--- src/mcm_pkg.sv ---
package mcm_pkg;

    localparam int COUNT_BITS_DEF = 32;

    // Fixed field widths
    localparam int PIX_BITS   = 8;
    localparam int OCNT_BITS  = 32;
    localparam int RATIO_BITS = 17;
    localparam int FRAC_BITS  = 16;
    localparam int IN_BITS    = 2 * PIX_BITS;
    localparam int OUT_FIELD_BITS = 3 * OCNT_BITS + 3 * RATIO_BITS;
    localparam int OUT_BITS   = ((OUT_FIELD_BITS + 7) / 8) * 8;
    localparam int OUT_PAD    = OUT_BITS - OUT_FIELD_BITS;

    localparam int APB_ADDR_BITS = 2;
    localparam int APB_DATA_BITS = 32;

    localparam logic [PIX_BITS-1:0] GT_MOVING     = 8'd255;
    localparam logic [PIX_BITS-1:0] GT_BACKGROUND = 8'd0;
    localparam logic [PIX_BITS-1:0] THRESH_RESET  = 8'd127;

    // Divider step count: one integer bit plus the fraction bits
    localparam int STEP_BITS = 5;
    localparam logic [STEP_BITS-1:0] STEP_LAST = STEP_BITS'(FRAC_BITS);

    typedef enum logic [1:0] {
        ST_IDLE,
        ST_LOAD,
        ST_STEP,
        ST_WAIT
    } state_t;

    typedef enum logic [1:0] {
        RATIO_PREC,
        RATIO_REC,
        RATIO_F1
    } ratio_t;

    typedef struct packed {
        logic   count_en;
        logic   div_load;
        logic   div_step;
        logic   div_first;
        logic   div_last;
        logic   out_load;
        ratio_t ratio;
    } mcm_cmd_t;

endpackage

--- src/mask_confusion_metrics_top.sv ---
// Channel   Dir  Handshake          Contents (low bit up)
// s_*       in   s_tvalid/s_tready  tdata: pred_pixel[7:0], gt_pixel[15:8]; tuser: emit_report
// m_*       out  m_tvalid/m_tready  tdata: true_pos, false_pos, false_neg, precision_q16,
//                                   recall_q16, f1_q16, zero pad to 152 bits
// apb       in   psel/penable       register 0 at address 0: pred_threshold[7:0]
//
// Counting runs at one word per clock while no report is in progress.
// A report word runs the shared restoring divider for precision, recall and f1 in turn; the next
// word is accepted once the result word is loaded, later still if m_tready is low.
// Reset clears the three counts and sets the threshold to 127; no clearing pass is needed.
// A waiting result word does not stall pixel counting; only the next report waits for it.
module mask_confusion_metrics_top
    import mcm_pkg::*;
#(
    parameter int COUNT_BITS = COUNT_BITS_DEF
)
(
    input  logic                     clk,
    input  logic                     rst_n,
    input  logic                     s_tvalid,
    output logic                     s_tready,
    input  logic [IN_BITS-1:0]       s_tdata,   // pred_pixel, gt_pixel
    input  logic                     s_tuser,   // emit_report
    output logic                     m_tvalid,
    input  logic                     m_tready,
    output logic [OUT_BITS-1:0]      m_tdata,   // true_pos, false_pos, false_neg, precision_q16,
                                                // recall_q16, f1_q16, pad
    input  logic                     psel,
    input  logic                     penable,
    input  logic                     pwrite,
    input  logic [APB_ADDR_BITS-1:0] paddr,
    input  logic [APB_DATA_BITS-1:0] pwdata,
    output logic [APB_DATA_BITS-1:0] prdata,
    output logic                     pready
);

    logic [PIX_BITS-1:0] thresh_reg;
    logic                apb_write;
    mcm_cmd_t            cmd;

    assign pready    = 1'b1;
    assign apb_write = psel && penable && pwrite && pready;

    // Single register at address 0; other byte offsets are ignored
    always_ff @(posedge clk or negedge rst_n)
    begin
        if (!rst_n)
            thresh_reg <= THRESH_RESET;
        else if (apb_write && (paddr == '0))
            thresh_reg <= pwdata[PIX_BITS-1:0];
    end

    assign prdata = APB_DATA_BITS'(thresh_reg);

    mcm_ctrl u_ctrl
    (
        .clk      (clk),
        .rst_n    (rst_n),
        .s_tvalid (s_tvalid),
        .s_tuser  (s_tuser),
        .s_tready (s_tready),
        .m_tvalid (m_tvalid),
        .m_tready (m_tready),
        .cmd      (cmd)
    );

    mcm_datapath #(
        .COUNT_BITS (COUNT_BITS)
    ) u_datapath
    (
        .clk            (clk),
        .rst_n          (rst_n),
        .cmd            (cmd),
        .pred_pixel     (s_tdata[PIX_BITS-1:0]),
        .gt_pixel       (s_tdata[IN_BITS-1:PIX_BITS]),
        .pred_threshold (thresh_reg),
        .out_data       (m_tdata)
    );

endmodule

--- src/mcm_ctrl.sv ---
module mcm_ctrl
    import mcm_pkg::*;
(
    input  logic     clk,
    input  logic     rst_n,
    input  logic     s_tvalid,
    input  logic     s_tuser,
    output logic     s_tready,
    output logic     m_tvalid,
    input  logic     m_tready,
    output mcm_cmd_t cmd
);

    state_t                state_reg, state_next;
    ratio_t                ratio_reg, ratio_next;
    logic [STEP_BITS-1:0]  step_reg, step_next;
    logic                  out_valid_reg, out_valid_next;
    logic                  accept;

    assign s_tready = (state_reg == ST_IDLE);
    assign accept   = s_tvalid && s_tready;
    assign m_tvalid = out_valid_reg;

    always_ff @(posedge clk or negedge rst_n)
    begin
        if (!rst_n)
        begin
            state_reg     <= ST_IDLE;
            ratio_reg     <= RATIO_PREC;
            step_reg      <= '0;
            out_valid_reg <= 1'b0;
        end
        else
        begin
            state_reg     <= state_next;
            ratio_reg     <= ratio_next;
            step_reg      <= step_next;
            out_valid_reg <= out_valid_next;
        end
    end

    always_comb
    begin
        state_next     = state_reg;
        ratio_next     = ratio_reg;
        step_next      = step_reg;
        out_valid_next = out_valid_reg && !m_tready;

        cmd           = '0;
        cmd.ratio     = ratio_reg;
        cmd.count_en  = accept;
        cmd.div_first = (step_reg == '0);
        cmd.div_last  = (step_reg == STEP_LAST);

        unique case (state_reg)
            ST_IDLE:
            begin
                if (accept && s_tuser)
                begin
                    state_next = ST_LOAD;
                    ratio_next = RATIO_PREC;
                end
            end
            ST_LOAD:
            begin
                cmd.div_load = 1'b1;
                step_next    = '0;
                state_next   = ST_STEP;
            end
            ST_STEP:
            begin
                cmd.div_step = 1'b1;
                step_next    = step_reg + 1'b1;
                if (step_reg == STEP_LAST)
                begin
                    step_next = '0;
                    unique case (ratio_reg)
                        RATIO_PREC:
                        begin
                            ratio_next = RATIO_REC;
                            state_next = ST_LOAD;
                        end
                        RATIO_REC:
                        begin
                            ratio_next = RATIO_F1;
                            state_next = ST_LOAD;
                        end
                        default:
                        begin
                            state_next = ST_WAIT;
                        end
                    endcase
                end
            end
            ST_WAIT:
            begin
                // hold until the output word slot is free
                if (!out_valid_reg || m_tready)
                begin
                    cmd.out_load   = 1'b1;
                    out_valid_next = 1'b1;
                    state_next     = ST_IDLE;
                end
            end
            default:
            begin
                state_next = ST_IDLE;
            end
        endcase
    end

    a_no_overwrite: assert property (@(posedge clk) disable iff (!rst_n)
        cmd.out_load |-> (!out_valid_reg || m_tready))
        else $error("pending result word overwritten");

    a_step_range: assert property (@(posedge clk) disable iff (!rst_n)
        step_reg <= STEP_LAST)
        else $error("divider step count out of range");

    a_report_starts: assert property (@(posedge clk) disable iff (!rst_n)
        (accept && s_tuser) |=> (state_reg == ST_LOAD && ratio_reg == RATIO_PREC))
        else $error("report word did not start the ratio sequence");

    a_last_ratio: assert property (@(posedge clk) disable iff (!rst_n)
        (state_reg == ST_STEP && step_reg == STEP_LAST && ratio_reg == RATIO_F1)
        |=> state_reg == ST_WAIT)
        else $error("ratio sequence did not finish");

endmodule

--- src/mcm_datapath.sv ---
module mcm_datapath
    import mcm_pkg::*;
#(
    parameter int COUNT_BITS = COUNT_BITS_DEF
)
(
    input  logic                clk,
    input  logic                rst_n,
    input  mcm_cmd_t            cmd,
    input  logic [PIX_BITS-1:0] pred_pixel,
    input  logic [PIX_BITS-1:0] gt_pixel,
    input  logic [PIX_BITS-1:0] pred_threshold,
    output logic [OUT_BITS-1:0] out_data
);

    localparam int DW = COUNT_BITS + 2;
    localparam int CW = (COUNT_BITS > OCNT_BITS) ? COUNT_BITS : OCNT_BITS;

    logic [COUNT_BITS-1:0] tp_reg, tp_next;
    logic [COUNT_BITS-1:0] fp_reg, fp_next;
    logic [COUNT_BITS-1:0] fn_reg, fn_next;

    logic [DW-1:0]         den_reg, den_next;
    logic [DW:0]           rem_reg, rem_next;
    logic [FRAC_BITS-1:0]  quo_reg, quo_next;
    logic                  den_zero_reg;
    logic [RATIO_BITS-1:0] prec_reg, rec_reg, f1_reg;
    logic [OUT_BITS-1:0]   out_data_reg;

    logic                  fg;
    logic [DW-1:0]         tp_w, fp_w, fn_w, num_sel, den_sel;
    logic [DW:0]           trial, diff;
    logic                  ge;
    logic [RATIO_BITS-1:0] ratio_val;

    function automatic logic [OCNT_BITS-1:0] clip_count(input logic [COUNT_BITS-1:0] c);
        logic [CW-1:0] ext;
        ext = CW'(c);
        return (ext > CW'({OCNT_BITS{1'b1}})) ? {OCNT_BITS{1'b1}} : ext[OCNT_BITS-1:0];
    endfunction

    // Pixel classification and saturating counts
    always_comb
    begin
        fg      = pred_pixel > pred_threshold;
        tp_next = tp_reg;
        fp_next = fp_reg;
        fn_next = fn_reg;
        if (cmd.count_en)
        begin
            if (gt_pixel == GT_MOVING)
            begin
                if (fg)
                    tp_next = (tp_reg == '1) ? tp_reg : tp_reg + 1'b1;
                else
                    fn_next = (fn_reg == '1) ? fn_reg : fn_reg + 1'b1;
            end
            else if (gt_pixel == GT_BACKGROUND && fg)
            begin
                fp_next = (fp_reg == '1) ? fp_reg : fp_reg + 1'b1;
            end
        end
    end

    always_ff @(posedge clk or negedge rst_n)
    begin
        if (!rst_n)
        begin
            tp_reg <= '0;
            fp_reg <= '0;
            fn_reg <= '0;
        end
        else
        begin
            tp_reg <= tp_next;
            fp_reg <= fp_next;
            fn_reg <= fn_next;
        end
    end

    // Operand select for the shared restoring divider
    always_comb
    begin
        tp_w = DW'(tp_reg);
        fp_w = DW'(fp_reg);
        fn_w = DW'(fn_reg);
        case (cmd.ratio)
            RATIO_PREC:
            begin
                num_sel = tp_w;
                den_sel = tp_w + fp_w;
            end
            RATIO_REC:
            begin
                num_sel = tp_w;
                den_sel = tp_w + fn_w;
            end
            RATIO_F1:
            begin
                num_sel = tp_w << 1;
                den_sel = (tp_w << 1) + fp_w + fn_w;
            end
            default:
            begin
                num_sel = '0;
                den_sel = '0;
            end
        endcase
    end

    // First step takes the integer bit without a shift
    always_comb
    begin
        trial     = cmd.div_first ? rem_reg : {rem_reg[DW-1:0], 1'b0};
        diff      = trial - {1'b0, den_reg};
        ge        = trial >= {1'b0, den_reg};
        ratio_val = den_zero_reg ? '0 : {quo_reg, ge};
        den_next  = den_reg;
        rem_next  = rem_reg;
        quo_next  = quo_reg;
        if (cmd.div_load)
        begin
            den_next = den_sel;
            rem_next = {1'b0, num_sel};
            quo_next = '0;
        end
        else if (cmd.div_step)
        begin
            rem_next = ge ? diff : trial;
            quo_next = {quo_reg[FRAC_BITS-2:0], ge};
        end
    end

    always_ff @(posedge clk)
    begin
        den_reg <= den_next;
        rem_reg <= rem_next;
        quo_reg <= quo_next;
        if (cmd.div_load)
            den_zero_reg <= (den_sel == '0);
        if (cmd.div_step && cmd.div_last)
        begin
            case (cmd.ratio)
                RATIO_PREC: prec_reg <= ratio_val;
                RATIO_REC:  rec_reg  <= ratio_val;
                default:    f1_reg   <= ratio_val;
            endcase
        end
        if (cmd.out_load)
        begin
            out_data_reg <= {{OUT_PAD{1'b0}}, f1_reg, rec_reg, prec_reg,
                             clip_count(fn_reg), clip_count(fp_reg), clip_count(tp_reg)};
        end
    end

    assign out_data = out_data_reg;

endmodule

--- config.mk ---
export PLATFORM = sky130hd
export DESIGN_NAME = mask_confusion_metrics_top
export DESIGN_NICKNAME = d
export VERILOG_FILES = /design/src/mcm_pkg.sv /design/src/mask_confusion_metrics_top.sv /design/src/mcm_ctrl.sv /design/src/mcm_datapath.sv
export SDC_FILE = /design/constraint.sdc
export NUM_CORES = 1
export LEC_CHECK = 0
export ABC_CLOCK_PERIOD_IN_PS = 7000
export BUFFER_PORTS_ARGS = -buffer_cell sky130_fd_sc_hd__buf_2
export CORE_ASPECT_RATIO = 0.8
export CORE_MARGIN = 2
export CORE_UTILIZATION = 25
export CTS_CLUSTER_DIAMETER = 40
export CTS_CLUSTER_SIZE = 28
export DETAILED_ROUTE_END_ITERATION = 12
export SYNTH_ARGS = -nofsm -noshare
export SYNTH_HDL_FRONTEND = slang
export SYNTH_SLANG_ARGS = --single-unit
--- constraint.sdc ---
create_clock -name clk -period 7 [get_ports clk]
set_input_delay 0.35 -clock clk [delete_from_list [all_inputs] [get_ports clk]]
set_output_delay 0.35 -clock clk [all_outputs]
set_load 0.01 [all_outputs]
==> summary.txt, run 1 <==
Outcome
  • Outcome: complete, no violations

Route
  • Drt total wl: 58000 µm
  • Vias/cell: 4.59
  • Post-route ant nets: 0
  • Routed wl met2: 25800 µm
  • Vias: 15900
  • Average wire per standard cell: 16.7 µm
  • TritonRoute pass-1 iters: 7
  • M1 WL: 28200 µm
  • DR DRC count: 0
  • WL met3: 2900 µm
  • Top sig layer: met4
  • Iter 0 DRT Violations: 1021

STA
  • Final Setup Violations: 0
  • Final Max Slew Viols: 0
  • Hold Vio Cnt, Final: 0
  • Final worst slack: 1.52 ns
  • Worst Tran Pin Value: 1.03 ns
  • Period utilization: 78.3%
  • Worst Skew: 0.0372 ns
  • Max_slew headroom: 31.1%
  • RSZ-0062 raised after global routing: false
  • Setup_tns: 0 ns
  • Max Fclk: 0.182 GHz
  • Min Tclk post-route: 5.48 ns

Critical path
  • Crit-path max FO: 33
  • Critical Path Start Type: flip-flop
  • CP endpoint kind: flip-flop
  • CP required: 7.52 ns
  • Critical path class: flip-flop to flip-flop
  • Critical Path AT: 6.00 ns

Synthesis
  • Xor and xnor area share after synthesis: 6.57%
  • Avg Cell Area, Syn: 11.2 µm²
  • Yosys warnings: 0
  • Post-synthesis cell area: 0.0224 mm²
  • Distinct cells, synth: 83
  • Synth Register Bits: 398
  • Cells after Synth: 1999
  • Largest cells by area after synthesis: edfxtp_1 (36%), dfrtp_1 (12%), ha_1 (6.5%)
  • Simple-Gate Fraction of Synth Area: 11.9%
  • Main combinational cell family by area after synthesis: compound AO/OA/AOI/OAI gates
  • Async SR Flop Fraction: 28.6%
  • Post-synth EDFFs: 267
  • Mux contribution to synthesized area: 5.91%
  • Sequential-to-total area share from yosys stat: 50.1%
  • Post-synth top area cell: edfxtp_1
  • Synth top area share: 35.8%
  • Most used DFF post-synth: edfxtp_1
  • Post-synthesis compound-gate area fraction: 12.4%
  • Post-synthesis adder-cell area fraction: 9.51%

Placement
  • Placed Cells: 3354
  • DP HPWL: 43500 µm
  • Dpl ws: 1.46 ns
  • I/O Buffers: 190
  • Final GP Congestion: 0.867

Global routing
  • Global-route wire length before repair: 88800 µm
  • Initial antenna violation count: 2
  • Vias in the first global route: 15300
  • Largest net degree at the start of global routing: 69
  • GRT Overall Usage: 12.2%
  • Gr ovfl total: 0

Cells and area
  • Share of layout cells above drive strength 1: 19.3%
  • Number of flip-flops in the largest register: 147
  • Final #Nets: 2430
  • Final core utilization: 30.2%
  • Final non-filler cell total: 3471
  • P&R area growth vs syn: 20.0%

Pwr
  • Sw Ratio: 38.0%
  • Logic pwr share: 40.8%
  • Pwr per Cell Area: 408 mW/mm²
  • Switching power total: 4.16 mW
  • Int Power: 6.79 mW
  • Clock Power Share: 26.9%
  • Reg power frac: 32.3%
  • Max IR drop VDD: 0.228 mV
  • Lkg Pwr: 10.9 nW

Clocking
  • Clock transition at path regs: 0.06 ns
  • Num CTS Buffers: 56
  • Root Driver: clkbuf_16
  • CTS tree: built
  • Total clock sinks: 398
  • CTS H-tree depth: 2
  • Clock Path Buffers: 3
  • Clock Latency Late Sink: 0.63 ns

Die
  • Starting Density: 25.1%
  • I/O Pins: 245
  • Die Y: 272 µm
  • Die X-Extent: 339 µm
  • Full die area: 0.0921 mm²
  • Core Region: 0.0891 mm²
  • Row count: 98

Run
  • Max Cap Viol: 0

Worst hold path
  • Worst min path class: input pin to flip-flop
## kinds of logic (layout without fill, tap and decap cells)
| group | Yosys count | in the layout |
|---|---|---|
| and+or+nand+nor | 547 | 547 |
| AOI/OAI and AO/OA | 431 | 431 |
| DFF | 398 | 398 |
| buffers and inverters | 180 | 423 |
| xor gates and xnor gates | 168 | 168 |
| adders and majority gates | 150 | 150 |
| muxes | 123 | 123 |
| other | 2 | 31 |
## cell usage after synthesis (5+ instances only)
library cell	count
mux2i_1	48
o21bai_1	12
ha_1	116
a31o_2	6
nand2_1	156
nor4_1	14
and4_1	5
edfxtp_1	267
and2_1	16
o31ai_1	11
mux2_2	75
nand2b_1	8
inv_1	91
o21a_1	19
dfxtp_1	17
and3_1	26
clkbuf_1	45
fa_1	34
nor2_1	112
dfrtp_1	107
a31oi_1	17
o22ai_1	20
o211ai_1	10
buf_2	6
a21o_1	46
a21oi_1	98
nand4_1	35
nor3_1	35
buf_4	31
xor2_1	57
or4_1	5
a211oi_1	10
nor2b_1	41
buf_1	6
nand3_1	72
o21ai_0	120
or3_1	8
dfstp_2	7
xnor2_1	111
## power groups by stage
stage | clock (mW) | combinational (mW) | sequential [mW]
2_1_floorplan | 0 | 3.15 | 3.70
3_3_place_gp | 0 | 4.43 | 3.59
3_5_place_dp | 0 | 4.46 | 3.59
4_1_cts | 3.02 | 4.49 | 3.55
5_1_grt | 3.12 | 5.01 | 3.60
6_report | 2.95 | 4.47 | 3.53
## critical path: stages (launching register included)
cell	delay, ns
dfrtp_1	0.39
inv_1	0.10
ha_1	0.18
nor4b_4	0.83
buf_4	0.30
mux2_2	0.36
ha_1	0.35
nand4_1	0.13
a211oi_1	0.20
o211ai_1	0.17
a32oi_1	0.39
a31o_2	0.29
a41oi_2	0.26
o31ai_4	0.29
buf_4	0.38
or4b_1	0.47
a311oi_1	0.26
## metrics by stage
step | total power, mW | hold WS (ns) | instance area [µm²]
after global placement | 8.02 | 0.402 | 24800
after floorplan | 6.85 | 0.0544 | 22500
after global routing | 11.7 | 0.329 | 26900
after detailed placement | 8.05 | 0.405 | 24800
after CTS | 11.1 | 0.289 | 26900
final | 11.0 | 0.308 | 26900
## cell usage in the layout, fill, tap and decap left out, drive strengths merged, types with 11 or more instances in the layout
cell type    n
ha         116
nand4       35
o21a        19
clkinv      12
nor2       112
and3        26
a31oi       17
conb        30
xor2        57
dfxtp       17
a21oi       98
nor4        15
nor3        35
o21bai      12
nor2b       41
nand2      157
mux2i       48
and2        16
o31ai       11
fa          34
dfrtp      107
xnor2      111
o21ai      120
inv        120
edfxtp     267
clkbuf      57
a21o        46
buf        215
a211oi      14
o22ai       20
nand3       73
mux2        75
## routing by layer
layer	track usage, %	vias up
li1	-	7780
met1	17.2	7673
met2	19.4	409
met3	2.07	74
met4	3.18	0
met5	0	-
## timing repair
action	CTS	global route
setup endpoints to repair	0	0
hold buffers	10	0
setup buffers	0	0
resized for setup	0	0
endpoints found under the hold margin	49	0
## final timing paths
check | startpoint | end | slack [ns] | depth (start not counted)
max | u_ctrl.step_reg[0]$_DFFE_PN0P_ | u_datapath.rem_reg[34]$_SDFFE_PP0P_ | 1.52 | 16
min | s_tuser | u_ctrl.state_reg[0]$_DFFE_PN0P_ | 0.31 | 7
max reg2reg | u_ctrl.step_reg[0]$_DFFE_PN0P_ | u_datapath.rem_reg[34]$_SDFFE_PP0P_ | 1.52 | 16
min reg2reg | u_datapath.prec_reg[8]$_DFFE_PP_ | u_datapath.out_data[104]$_DFFE_PP_ | 0.42 | 0
max in group asynchronous | rst_n | u_ctrl.ratio_reg[1]$_DFFE_PN0P_ | 5.23 | 3
min in group asynchronous | rst_n | thresh_reg[7]$_DFFE_PN0P_ | 0.33 | 2
## layout make-up
class | count | area [µm²]
Antenna cell | 1 | 2.50
Clock inverter | 49 | 592
Multi-Input combinational cell | 1449 | 10600
Fill cell | 9109 | 62300
Inverter | 92 | 345
Tap cell | 1200 | 1500
Timing Repair Buffer | 225 | 1240
Sequential cell | 398 | 11200
Clock buffer | 57 | 1430
(Power assumes the default switching activity.)
==> run 2, diff against run 1 <==
ABC_CLOCK_PERIOD_IN_PS = 4800   (was 7000)
clock period = 4.8 ns   (was 7 ns; I/O delays follow)
==> summary.txt, run 2 (same netlist as run 1, synthesis figures left out) <==
Cells and area
  • Layout fillers: 9107
  • Post-Layout Inst Area: 0.0276 mm²
  • Highest-count cells in the layout ignoring fill and taps: edfxtp_1 (267), buf_2 (189), nand2_1 (156)
  • Inserted Diodes: 0
  • Share of layout cells above drive strength 1: 22.4%
  • Number of flip-flops in the largest register: 147
  • Final #Nets: 2518
  • P&R area growth vs syn: 23.4%
  • Commonest non-fill, non-tap cell in the layout: edfxtp_1

Route
  • Post-route ant nets: 0
  • Average wire per standard cell: 17.6 µm
  • TritonRoute pass-1 iters: 5
  • Vias: 16500
  • DR DRC count: 0
  • Iter 0 DRT Violations: 1272
  • Vias/cell: 4.63
  • Drt total wl: 62600 µm

Critical path
  • Cell family with the largest share of critical-path delay: compound AO/OA/AOI/OAI gates
  • Critical Path Start Type: flip-flop
  • CP Cell Sequence: fa_1 > ha_1 > inv_1 > fa_1 > nor2b_1 > o31a_1 > o311ai_1 > o211ai_1 > a41oi_2 > xor2_1 > o22ai_1 > or4_1 > nor4_4 > nand4_1 > nor4_1
  • CP endpoint kind: flip-flop
  • CP max stage cell: or4_1
  • Cell repeated most along the worst path: fa_1
  • CP max stage delay: 0.62 ns
  • CP required: 5.22 ns
  • Critical path class: flip-flop to flip-flop
  • Crit-path max FO: 4
  • WP buf/inv: 1
  • Critical Path AT: 4.98 ns

Die
  • Starting Density: 25.1%
  • Die Y: 272 µm
  • Core Region: 0.0891 mm²
  • Row count: 98
  • Die X-Extent: 339 µm
  • I/O Pins: 245
  • Full die area: 0.0921 mm²

Global routing
  • Global-route wire length before repair: 95500 µm
  • Met3 usage: 2.32%
  • Grt met1 use: 19.6%
  • Largest net degree at the start of global routing: 97
  • Gr ovfl total: 0
  • Met2 Use GR: 19.8%
  • Vias in the first global route: 15900
  • GRT busiest layer: met2
  • Initial antenna violation count: 3
  • GRT Overall Usage: 13.3%

STA
  • Min Tclk post-route: 4.56 ns
  • Final Setup Violations: 0
  • Worst Skew: 0.0379 ns
  • Max Fclk: 0.219 GHz
  • Final Max Slew Viols: 0
  • RSZ-0062 raised after global routing: true
  • Worst Tran Pin Value: 0.851 ns
  • Hold Vio Cnt, Final: 0
  • Max_slew headroom: 43.3%
  • Min Hold Slack: 0.168 ns
  • Period utilization: 95.0%

Clocking
  • Clock Latency Late Sink: 0.63 ns
  • CTS H-tree depth: 2
  • Total clock sinks: 398
  • Clock transition at path regs: 0.06 ns
  • CTS tree: built
  • Root Driver: clkbuf_16
  • Num CTS Buffers: 56
  • Clock Path Buffers: 3

Placement
  • I/O Buffers: 190
  • Dpl cell area: 0.0255 mm²
  • Final GP Congestion: 0.932
  • DP HPWL: 47200 µm

Pwr
  • Max IR drop VDD: 0.451 mV
  • Lkg Pwr: 11.4 nW
  • Pwr per Cell Area: 590 mW/mm²
  • Power, Total: 16.3 mW

Run
  • Max Cap Viol: 0

Outcome
  • Outcome: complete, no violations

Worst hold path
  • Worst min path class: input pin to async pin
run 2: cell count changes in the layout (fill, tap and decap cells not counted), sizes merged, moves of 2 or more:
| cell | delta |
|---|---|
| clkinv | -2 |
| clkbuf | +13 |
| inv | -11 |
| buf | +88 |
run 2: cell type report:
class,instances,area (µm²),share of cell area (%)
clock inverters,36,402,1.45
flip-flops and latches,398,11200,40.6
multi-input cells,1449,10600,38.5
clock buffers,70,1580,5.71
well taps,1200,1500,5.43
repair buffers,313,1970,7.12
inverters,92,345,1.25
run 2: metrics by stage:
stage	setup TNS (ns)	instances	setup slack (ns)	util (%)
2_1_floorplan	-0.0877	2027	-0.0877	-
3_3_place_gp	0	3441	0.0576	28.6
3_5_place_dp	0	3441	0.0658	28.6
4_1_cts	0	3557	0.0150	30.9
5_1_grt	-0.0397	3558	-0.0347	31.0
6_report	0	3558	0.242	31.0
run 2: what timing repair did:
action	CTS	global route
hold buffers	10	0
hold endpoints to repair	47	0
buffers inserted	0	1
setup endpoints to repair	0	5
resized for setup	0	18
run 2: path summary, 6_finish.rpt:
kind | endpoint | slack [ns] | start | depth (start not counted)
hold reg to reg | u_datapath.out_data[121]$_DFFE_PP_ | 0.41 | u_datapath.rec_reg[8]$_DFFE_PP_ | 0
min in group clk | u_ctrl.state_reg[0]$_DFFE_PN0P_ | 0.21 | s_tuser | 7
max in group asynchronous | u_ctrl.ratio_reg[1]$_DFFE_PN0P_ | 3.62 | rst_n | 3
hold / removal | u_datapath.fp_reg[29]$_DFFE_PN0P_ | 0.17 | rst_n | 2
setup / recovery | u_datapath.den_zero_reg$_DFFE_PP_ | 0.24 | u_datapath.fn_reg[1]$_DFFE_PN0P_ | 15
setup reg to reg | u_datapath.den_zero_reg$_DFFE_PP_ | 0.24 | u_datapath.fn_reg[1]$_DFFE_PN0P_ | 15
run 2: power by group:
| part | total (mW) | switching (mW) | internal, mW | leakage, nW |
|---|---|---|---|---|
| clock network | 4.28 | 1.68 | 2.60 | 0.962 |
| logic | 6.89 | 4.05 | 2.83 | 6.32 |
| registers | 5.14 | 0.307 | 4.83 | 4.08 |
| total | 16.3 | 6.04 | 10.3 | 11.4 |
run 2: metal layers:
layer,vias to the layer above,share of wire [%],wire length (µm)
met4,0,2.7,1660
met1,7929,49,30400
met5,-,0,0
met2,488,43,26600
met3,105,6.2,3850
li1,7942,-,-
